### config.mk
export PLATFORM = sky130hd
export DESIGN_NAME = text_line_folder
export DESIGN_NICKNAME = d
export VERILOG_FILES = /design/src/hw/rtl/tlf_pkg.sv /design/src/hw/rtl/tlf_ram.sv /design/src/hw/rtl/text_line_folder.sv
export SDC_FILE = /design/constraint.sdc
export NUM_CORES = 1
export LEC_CHECK = 0
export BUFFER_PORTS_ARGS = -buffer_cell sky130_fd_sc_hd__buf_2
export CAP_MARGIN = 20
export CORE_MARGIN = 2
export CORE_UTILIZATION = 60
export CTS_CLUSTER_SIZE = 16
export DETAILED_ROUTE_END_ITERATION = 8
export PLACE_DENSITY = 0.76
export REMOVE_ABC_BUFFERS = 1
export SLEW_MARGIN = 20
export SYNTH_ARGS = -nofsm -noshare
export SYNTH_HDL_FRONTEND = slang
export SYNTH_SLANG_ARGS = --single-unit
### constraint.sdc
create_clock -name clk -period 4.7 [get_ports clk]
set_clock_uncertainty 0.2 [all_clocks]
set_input_delay 0.94 -clock clk [delete_from_list [all_inputs] [get_ports clk]]
set_output_delay 0.94 -clock clk [all_outputs]
set_load 0.005 [all_outputs]
### src/hw/rtl/tlf_pkg.sv
// shared types and constants of the text line folder
`default_nettype none

package tlf_pkg;

	// input kinds carried in tuser
	localparam logic OP_CHAR  = 1'b0;
	localparam logic OP_FLUSH = 1'b1;

	// byte codes
	localparam logic [7:0] CH_TAB    = 8'd9;
	localparam logic [7:0] CH_NL     = 8'd10;
	localparam logic [7:0] CH_SPACE  = 8'd32;
	localparam logic [7:0] CH_HYPHEN = 8'd45;

	// line width limits
	localparam int         WIDTH_MIN   = 2;
	localparam int         WIDTH_CEIL  = 62;
	localparam logic [5:0] WIDTH_RESET = 6'd49;

	// emitter sequencer states
	typedef enum logic [1:0] {
		FOLD_IDLE,
		FOLD_READ,
		FOLD_HYPHEN,
		FOLD_NL
	} fold_state_t;

	// what follows the held bytes of one request
	typedef enum logic [1:0] {
		TAIL_NONE,
		TAIL_NL,
		TAIL_HYPHEN_NL
	} tail_t;

endpackage

`default_nettype wire

### src/hw/rtl/tlf_ram.sv
// generic single write port, single read port ram with registered read
`default_nettype none

module tlf_ram #(
	parameter int WIDTH = 8,
	parameter int DEPTH = 64
) (
	input  wire logic                     clk,
	input  wire logic                     we,
	input  wire logic [$clog2(DEPTH)-1:0] waddr,
	input  wire logic [WIDTH-1:0]         wdata,
	input  wire logic                     re,
	input  wire logic [$clog2(DEPTH)-1:0] raddr,
	output logic      [WIDTH-1:0]         rdata
);

	logic [WIDTH-1:0] mem_q [DEPTH];

	always_ff @(posedge clk) begin
		if (we) begin
			mem_q[waddr] <= wdata;
		end
		if (re) begin
			rdata <= mem_q[raddr];
		end
	end

endmodule

`default_nettype wire

### src/hw/rtl/text_line_folder.sv
// top level of the text line folder
// Word-wrap line folder. Bytes arrive one per request on the slave stream
// (tuser = 0 for a character, 1 for a flush) and are held in a ring buffer
// of BUFFER_DEPTH bytes. A newline sends out the held line plus a newline; a
// flush sends out the held bytes with no newline. When the held count reaches
// the line width (cfg_data, saturated to 2 .. min(62, BUFFER_DEPTH)) the line
// folds at the last held space or tab, which is dropped, or, with no blank
// held, is cut with a hyphen and a newline. Output bytes leave on the master
// stream, tlast marking the final byte caused by one input request. A
// character that causes no output leaves the input side ready, so the next
// request is taken in the following cycle. A request that causes output
// stalls the input side until the emitter has launched its last byte,
// walking the ring through the single ram read port, one byte per cycle
// while the read stage is free; a stalled master stretches the stall. The
// ram read result and an output register form a two-deep pipeline, so the
// emitter keeps one byte per cycle under a ready master. The width register
// may be written at any time the block is idle and is taken in one cycle.
`default_nettype none

module text_line_folder
	import tlf_pkg::*;
#(
	parameter int BUFFER_DEPTH = 64
) (
	input  wire logic       clk,
	input  wire logic       arst_n,
	// width register write channel
	input  wire logic       cfg_valid,
	output logic            cfg_ready,
	input  wire logic [5:0] cfg_data,        // wrap_width
	// input stream
	input  wire logic       s_axis_tvalid,
	output logic            s_axis_tready,
	input  wire logic [7:0] s_axis_tdata,    // in_char
	input  wire logic       s_axis_tuser,    // opcode
	// output stream
	output logic            m_axis_tvalid,
	input  wire logic       m_axis_tready,
	output logic [7:0]      m_axis_tdata,    // out_char
	output logic            m_axis_tlast     // last_in_run
);

	localparam int AW   = $clog2(BUFFER_DEPTH);
	localparam int CW   = $clog2(BUFFER_DEPTH + 1);
	localparam int WTOP = (WIDTH_CEIL < BUFFER_DEPTH) ? WIDTH_CEIL : BUFFER_DEPTH;

	localparam logic [CW:0]   DEPTH_W   = (CW+1)'(BUFFER_DEPTH);
	localparam logic [CW-1:0] LAST_POS  = CW'(BUFFER_DEPTH - 1);
	localparam logic [AW-1:0] LAST_SLOT = AW'(BUFFER_DEPTH - 1);

	// ring slot of the k-th held byte counted from base, k up to the depth
	function automatic logic [AW-1:0] slot_f(input logic [AW-1:0] base,
		input logic [CW-1:0] k);
		logic [CW:0] sum;
		sum = {{(CW+1-AW){1'b0}}, base} + {1'b0, k};
		if (sum >= DEPTH_W) begin
			sum = sum - DEPTH_W;
		end
		return sum[AW-1:0];
	endfunction

	// line state
	logic [5:0]    width_q;
	logic [AW-1:0] head_q;
	logic [CW-1:0] held_q;
	logic          blank_q;
	logic [AW-1:0] boff_q;

	// emitter sequencer
	fold_state_t   state_q, state_d;
	tail_t         tail_q;
	logic [CW-1:0] left_q;
	logic [AW-1:0] rd_addr_q;

	// read stage (ram output register) and output register
	logic          valid_s1;
	logic          ram_s1;
	logic [7:0]    char_s1;
	logic          last_s1;
	logic          out_valid_q;
	logic [7:0]    out_char_q;
	logic          out_last_q;

	logic [7:0]    ram_rdata;

	// request decode and line update
	logic          accept;
	logic          is_char;
	logic          is_blank;
	logic [CW-1:0] eff_width;
	logic [CW-1:0] pos;
	logic [CW-1:0] new_count;
	logic          blank_d;
	logic [AW-1:0] boff_d;
	logic          ram_we;
	logic [AW-1:0] ram_waddr;

	logic [AW-1:0] head_n;
	logic [CW-1:0] held_n;
	logic          blank_n;
	logic [AW-1:0] boff_n;
	logic [CW-1:0] plan_cnt;
	tail_t         plan_tail;

	// emitter controls
	logic          out_free;
	logic          s1_free;
	logic          issue;
	logic          issue_ram;
	logic [7:0]    issue_char;
	logic          issue_last;

	assign cfg_ready     = 1'b1;
	assign s_axis_tready = (state_q == FOLD_IDLE);
	assign accept        = s_axis_tvalid && s_axis_tready;
	assign is_char       = (s_axis_tuser == OP_CHAR) && (s_axis_tdata != CH_NL);
	assign is_blank      = (s_axis_tdata == CH_SPACE) || (s_axis_tdata == CH_TAB);

	// saturate the programmed width
	always_comb begin
		if (width_q < 6'(WIDTH_MIN)) begin
			eff_width = CW'(WIDTH_MIN);
		end else if (width_q > 6'(WTOP)) begin
			eff_width = CW'(WTOP);
		end else begin
			eff_width = CW'(width_q);
		end
	end

	// next line state and emission plan for the offered request
	always_comb begin
		pos       = (held_q >= LAST_POS) ? LAST_POS : held_q;
		new_count = pos + CW'(1);
		blank_d   = blank_q || is_blank;
		boff_d    = is_blank ? pos[AW-1:0] : boff_q;
		ram_we    = accept && is_char;
		ram_waddr = slot_f(head_q, pos);

		head_n    = '0;
		held_n    = '0;
		blank_n   = 1'b0;
		boff_n    = '0;
		plan_cnt  = held_q;
		plan_tail = TAIL_NONE;

		if (s_axis_tuser == OP_FLUSH) begin
			plan_tail = TAIL_NONE;
		end else if (!is_char) begin
			// newline ends the line
			plan_tail = TAIL_NL;
		end else if (new_count >= eff_width) begin
			if (blank_d) begin
				// fold at the last blank, drop it, keep the rest
				plan_cnt  = CW'(boff_d);
				plan_tail = TAIL_NL;
				head_n    = slot_f(head_q, CW'(boff_d) + CW'(1));
				held_n    = new_count - CW'(boff_d) - CW'(1);
			end else begin
				// no blank: hard cut with a hyphen
				plan_cnt  = new_count;
				plan_tail = TAIL_HYPHEN_NL;
			end
		end else begin
			// byte only joins the line
			plan_cnt  = '0;
			head_n    = head_q;
			held_n    = new_count;
			blank_n   = blank_d;
			boff_n    = boff_d;
		end
	end

	// emitter pipeline handshakes
	assign out_free = !out_valid_q || m_axis_tready;
	assign s1_free  = !valid_s1 || out_free;

	// sequencer next state
	always_comb begin
		state_d = state_q;
		unique case (state_q)
			FOLD_IDLE: begin
				if (accept) begin
					if (plan_cnt != '0) begin
						state_d = FOLD_READ;
					end else if (plan_tail == TAIL_NL) begin
						state_d = FOLD_NL;
					end else if (plan_tail == TAIL_HYPHEN_NL) begin
						state_d = FOLD_HYPHEN;
					end
				end
			end
			FOLD_READ: begin
				if (s1_free && (left_q == CW'(1))) begin
					case (tail_q)
						TAIL_NL:        state_d = FOLD_NL;
						TAIL_HYPHEN_NL: state_d = FOLD_HYPHEN;
						default:        state_d = FOLD_IDLE;
					endcase
				end
			end
			FOLD_HYPHEN: begin
				if (s1_free) begin
					state_d = FOLD_NL;
				end
			end
			FOLD_NL: begin
				if (s1_free) begin
					state_d = FOLD_IDLE;
				end
			end
			default: state_d = FOLD_IDLE;
		endcase
	end

	// sequencer outputs: one byte launched into the read stage per cycle while the read stage is free
	always_comb begin
		issue      = 1'b0;
		issue_ram  = 1'b0;
		issue_char = CH_NL;
		issue_last = 1'b0;
		unique case (state_q)
			FOLD_IDLE: begin
			end
			FOLD_READ: begin
				issue      = s1_free;
				issue_ram  = 1'b1;
				issue_last = (left_q == CW'(1)) && (tail_q == TAIL_NONE);
			end
			FOLD_HYPHEN: begin
				issue      = s1_free;
				issue_char = CH_HYPHEN;
			end
			FOLD_NL: begin
				issue      = s1_free;
				issue_char = CH_NL;
				issue_last = 1'b1;
			end
			default: begin
			end
		endcase
	end

	// character ring
	tlf_ram #(
		.WIDTH(8),
		.DEPTH(BUFFER_DEPTH)
	) u_ring (
		.clk  (clk),
		.we   (ram_we),
		.waddr(ram_waddr),
		.wdata(s_axis_tdata),
		.re   (issue && issue_ram),
		.raddr(rd_addr_q),
		.rdata(ram_rdata)
	);

	// control registers
	always_ff @(posedge clk or negedge arst_n) begin
		if (!arst_n) begin
			width_q     <= WIDTH_RESET;
			head_q      <= '0;
			held_q      <= '0;
			blank_q     <= 1'b0;
			boff_q      <= '0;
			state_q     <= FOLD_IDLE;
			tail_q      <= TAIL_NONE;
			left_q      <= '0;
			rd_addr_q   <= '0;
			valid_s1    <= 1'b0;
			out_valid_q <= 1'b0;
		end else begin
			state_q <= state_d;
			if (cfg_valid && cfg_ready) begin
				width_q <= cfg_data;
			end
			if (accept) begin
				head_q    <= head_n;
				held_q    <= held_n;
				blank_q   <= blank_n;
				boff_q    <= boff_n;
				tail_q    <= plan_tail;
				left_q    <= plan_cnt;
				rd_addr_q <= head_q;
			end else if (issue && issue_ram) begin
				left_q    <= left_q - CW'(1);
				rd_addr_q <= (rd_addr_q == LAST_SLOT) ? '0 : rd_addr_q + AW'(1);
			end
			if (s1_free) begin
				valid_s1 <= issue;
			end
			if (out_free) begin
				out_valid_q <= valid_s1;
			end
		end
	end

	// payload of the read stage and output register
	always_ff @(posedge clk) begin
		if (issue) begin
			ram_s1  <= issue_ram;
			char_s1 <= issue_char;
			last_s1 <= issue_last;
		end
		if (out_free && valid_s1) begin
			out_char_q <= ram_s1 ? ram_rdata : char_s1;
			out_last_q <= last_s1;
		end
	end

	assign m_axis_tvalid = out_valid_q;
	assign m_axis_tdata  = out_char_q;
	assign m_axis_tlast  = out_last_q;

endmodule

`default_nettype wire
==> results.sh <==
export IMPL_run_status="finished clean"
export IMPL_worstHoldPathType="input pin to asynchronous set/reset pin"
export IMPL_type_of_the_setup_path_with_the_least_slack="flop to flop"
export IMPL_dp_final_hpwl_mm=33.06
export IMPL_critical_path_n_buffers_inverters=1
export IMPL_floorplan_rows=73
export IMPL_synth_compound_gate_area_share=0.03172
export IMPL_count_of_cells_along_the_worst_register_to_register_path=14
export IMPL_register_bit_count_reported_by_yosys=578
export IMPL_pwr_share_seq=0.424
export IMPL_timing_max_transition_violations_final=0
export IMPL_synth_yosys_warnings=0
export IMPL_finalHoldViolCount=0
export IMPL_internal_power_w=0.01040
export IMPL_root_buffer="sky130_fd_sc_hd__clkbuf_16"
export IMPL_unrepaired_setup_endpoints_after_global_routing="no"
export IMPL_synthesis_to_layout_area_growth_pct=12.64
export IMPL_fp_dieArea_sq_mm=0.04132
export IMPL_antenna_found_initial=2
export IMPL_main_combinational_cell_family_by_area_after_synthesis="multiplexers"
export IMPL_vias_per_cell=6.399
export IMPL_power_frac_clock=0.306
export IMPL_netlist_cell_type_count=66
export IMPL_whs_ps=164.5
export IMPL_port_buffers=30
export IMPL_time_the_worst_path_needs_with_i_o_delays_and_setup_ps=4353
export IMPL_fill_cells=2507
export IMPL_htree_num_levels=2
export IMPL_cts_tree="built"
export IMPL_final_instance_area_sq_mm=0.02684
export IMPL_route_layer_met1_wl_mm=21.02
export IMPL_most_frequently_used_flop_master_after_synthesis="sky130_fd_sc_hd__edfxtp_1"
export IMPL_grt_util_all_layers=0.2695
export IMPL_critical_path_slowest_cell="sky130_fd_sc_hd__dfrtp_1"
export IMPL_total_switching_power_w=0.004129
export IMPL_yosysTopAreaCellShare=0.6717
export IMPL_cts_hold_fix_buffers=0
export IMPL_insertion_delay_ps=610
export IMPL_grt_pass1_wl_mm=80.65
export IMPL_dr_wl_met3_mm=4.568
export IMPL_globalplace_congestion=0.8641
export IMPL_synth_top_cells_by_area="sky130_fd_sc_hd__edfxtp_1 (67%), sky130_fd_sc_hd__mux4_2 (16%), sky130_fd_sc_hd__dfrtp_1 (4.4%)"
export IMPL_power_density_mw_per_mm2=541.3
export IMPL_regToRegStartpoint="held_q[6]$_DFFE_PN0P_"
export IMPL_crit_fanout=15
export IMPL_max_freq_mhz=229.7
export IMPL_vias=12320
export IMPL_timing_max_slew_rel_slack=0.3623
export IMPL_top_layer_used="met4"
export IMPL_synth_async_sr_flop_share=0.07785
export IMPL_power_share_switching=0.2842
export IMPL_drc_errors=0
export IMPL_combinational_fraction_of_design_power=0.269
export IMPL_drt_pre_antenna_iters=5
export IMPL_fp_dieW_microns=203.3
export IMPL_area_sequential_sq_mm=0.01714
export IMPL_cts_max_path_buffers=3
export IMPL_max_cap_viol_count=0
export IMPL_ir_drop_uv=407.5
export IMPL_finish_utilization=0.6802
export IMPL_grt_max_degree=65
export IMPL_detailed_route_wire_length_per_cell_microns=27.57
export IMPL_synth_simple_area_share=0.04211
export IMPL_initial_core_util=0.6039
export IMPL_initialDrtViolationCount=1281
export IMPL_critical_path_max_stage_delay_ps=540
export IMPL_worst_r2r_endpoint="state_q[1]$_DFFE_PN0P_"
export IMPL_ff2ff_setup_slack_ps=350
export IMPL_postCtsResizedCells=0
export IMPL_first_global_vias=12430
export IMPL_mux_contribution_to_synthesized_area=0.1619
export IMPL_floorplan_io_pins=32
export IMPL_finalCritPeriodShare=0.9262
export IMPL_cp_required_ps=4990
export IMPL_critical_path_most_common_cell="sky130_fd_sc_hd__ha_1"
export IMPL_post_synth_xor_area_fraction=0.009189
export IMPL_chipHeight_microns=203.3
export IMPL_cts_buffers_inserted=55
export IMPL_routed_wl_mm=53.08
export IMPL_multi_input_combinational_cell_area_sq_mm=0.006264
export IMPL_fin_nets=1406
export IMPL_tritoncts_num_sinks=578
export IMPL_timing_critical_path_cells="or2_2 -> ha_1 -> a311o_1 -> o21ai_0 -> inv_1 -> ha_1 -> a21o_1 -> a21oi_1 -> o211ai_1 -> nand2b_1 -> nor3b_1 -> a2111o_1 -> mux2i_1 -> a22o_1"
export IMPL_setup_viol=0
export IMPL_power_static_leakage_nw=8.957
export IMPL_post_synth_inst_count=1243
export IMPL_yosys_area_share_adder=0.01775
export IMPL_yosysSeqAreaShare=0.7191
export IMPL_syn_mean_instance_area_sq_um=19.17
export IMPL_layout_drive_gt1_share=0.2738
export IMPL_worst_ep_arrival_time_ps=4650
export IMPL_met2_length_mm=26.00
export IMPL_crit_family="compound AO/OA/AOI/OAI gates"
export IMPL_dpl_instance_area_sq_mm=0.02502
export IMPL_cts_post_setup_buffers_inserted=0
export IMPL_crit_path_start_kind="flop"
export IMPL_ant_nets=0
export IMPL_synth_enable_flop_cells=533
export IMPL_syn_cell_area_sq_mm=0.02383
export IMPL_clk_transition_reported_paths_ps=60
export IMPL_tightest_slew_ps=956.5
export IMPL_core_area_sq_mm=0.03946
export IMPL_synthDominantAreaCellType="sky130_fd_sc_hd__edfxtp_1"
export IMPL_globalRouteOverflowTotal=0
export IMPL_cp_end_kind="flop"
==> sequential cells by signal (all words and copies together) (netlist names), 6 cells and up <==
name	cells
left_q	7
boff_q	6
u_ring.rdata	8
held_q	7
width_q	6
head_q	6
rd_addr_q	6
m_axis_tdata	8
u_ring.mem_q	512
==> area by class of cell <==
class,instances,area share
Antenna cell,1,0.00009324
Clock buffer,66,0.05436
Clock inverter,36,0.01333
Inverter,36,0.005035
Multi-Input combinational cell,572,0.2334
Sequential cell,578,0.6388
Tap cell,525,0.02447
Timing Repair Buffer,111,0.03058
==> power groups by stage <==
stage	logic (W)	registers, W	clock network (W)
final	0.00391	0.00617	0.00445
after global routing	0.00415	0.00620	0.00470
after CTS	0.00394	0.00617	0.00451
after detailed placement	0.00390	0.00628	0
after global placement	0.00386	0.00627	0
after floorplan	0.00262	0.00655	0
==> metrics by stage <==
step	setup TNS [ps]	cells	setup WS (ps)	power, W
finish	0	1925	346.7	0.01453
floorplan	-28680	1186	-2367	0.009174
global placement	0	1822	433.8	0.01012
CTS	0	1924	378.2	0.01463
global route	0	1925	139.8	0.01505
detailed placement	0	1822	389.5	0.01018
==> worst max path at each step <==
stage	startpoint	endpoint	cells past startpoint
after floorplan	rd_addr_q[0]$_DFFE_PN0P_	u_ring.rdata[0]$_DFFE_PP_	3
after global placement	s_axis_tdata[6]	head_q[5]$_DFFE_PN0P_	14
after detailed placement	s_axis_tdata[6]	held_q[6]$_DFFE_PN0P_	12
after CTS	held_q[6]$_DFFE_PN0P_	state_q[1]$_DFFE_PN0P_	14
after global routing	held_q[6]$_DFFE_PN0P_	state_q[1]$_DFFE_PN0P_	14
final	held_q[6]$_DFFE_PN0P_	state_q[1]$_DFFE_PN0P_	14
==> cells in the final DEF, fill, tap and decap left out, types with 26 or more instances in the layout <==
master	n
sky130_fd_sc_hd__a21oi_1	26
sky130_fd_sc_hd__buf_2	30
sky130_fd_sc_hd__buf_4	76
sky130_fd_sc_hd__clkbuf_16	56
sky130_fd_sc_hd__dfrtp_1	39
sky130_fd_sc_hd__edfxtp_1	533
sky130_fd_sc_hd__ha_1	29
sky130_fd_sc_hd__inv_1	34
sky130_fd_sc_hd__mux4_2	168
sky130_fd_sc_hd__nand2_1	64
sky130_fd_sc_hd__nor2_1	95
sky130_fd_sc_hd__o21ai_0	33
==> metal layers <==
| metal | up-vias | track usage |
|---|---|---|
| met5 | - | 0 |
| met4 | 0 | 0.09437 |
| met3 | 91 | 0.04890 |
| met2 | 618 | 0.4239 |
| met1 | 6366 | 0.3886 |
| li1 | 5244 | - |
==> cells by family (layout without fill, tap and decap cells) <==
group | count (synthesis) | in the layout
compound gates | 116 | 116
xor+xnor | 25 | 25
fa+ha+maj | 32 | 32
buf+inv | 93 | 249
flops | 578 | 578
mux | 175 | 175
other cells | 1 | 2
simple gates | 223 | 223
==> Yosys cell counts, drive strengths merged, types with 2 or more instances <==
cell type	number
edfxtp	533
mux4	168
nor2	95
nand2	64
dfrtp	42
o21ai	37
inv	35
clkbuf	32
ha	29
a21oi	26
buf	25
xnor2	15
nand3	12
xor2	10
nor2b	9
a21o	8
or2	8
nand2b	7
a31oi	6
nand4	6
and2	5
a211oi	4
mux2	4
nor3	4
o311ai	4
dfstp	3
fa	3
mux2i	3
nor3b	3
o21bai	3
o22ai	3
o31ai	3
or3	3
a2111oi	2
a21boi	2
a221oi	2
a22o	2
a22oi	2
a41o	2
and3	2
or4	2
Power figures use the tool's default switching activity.
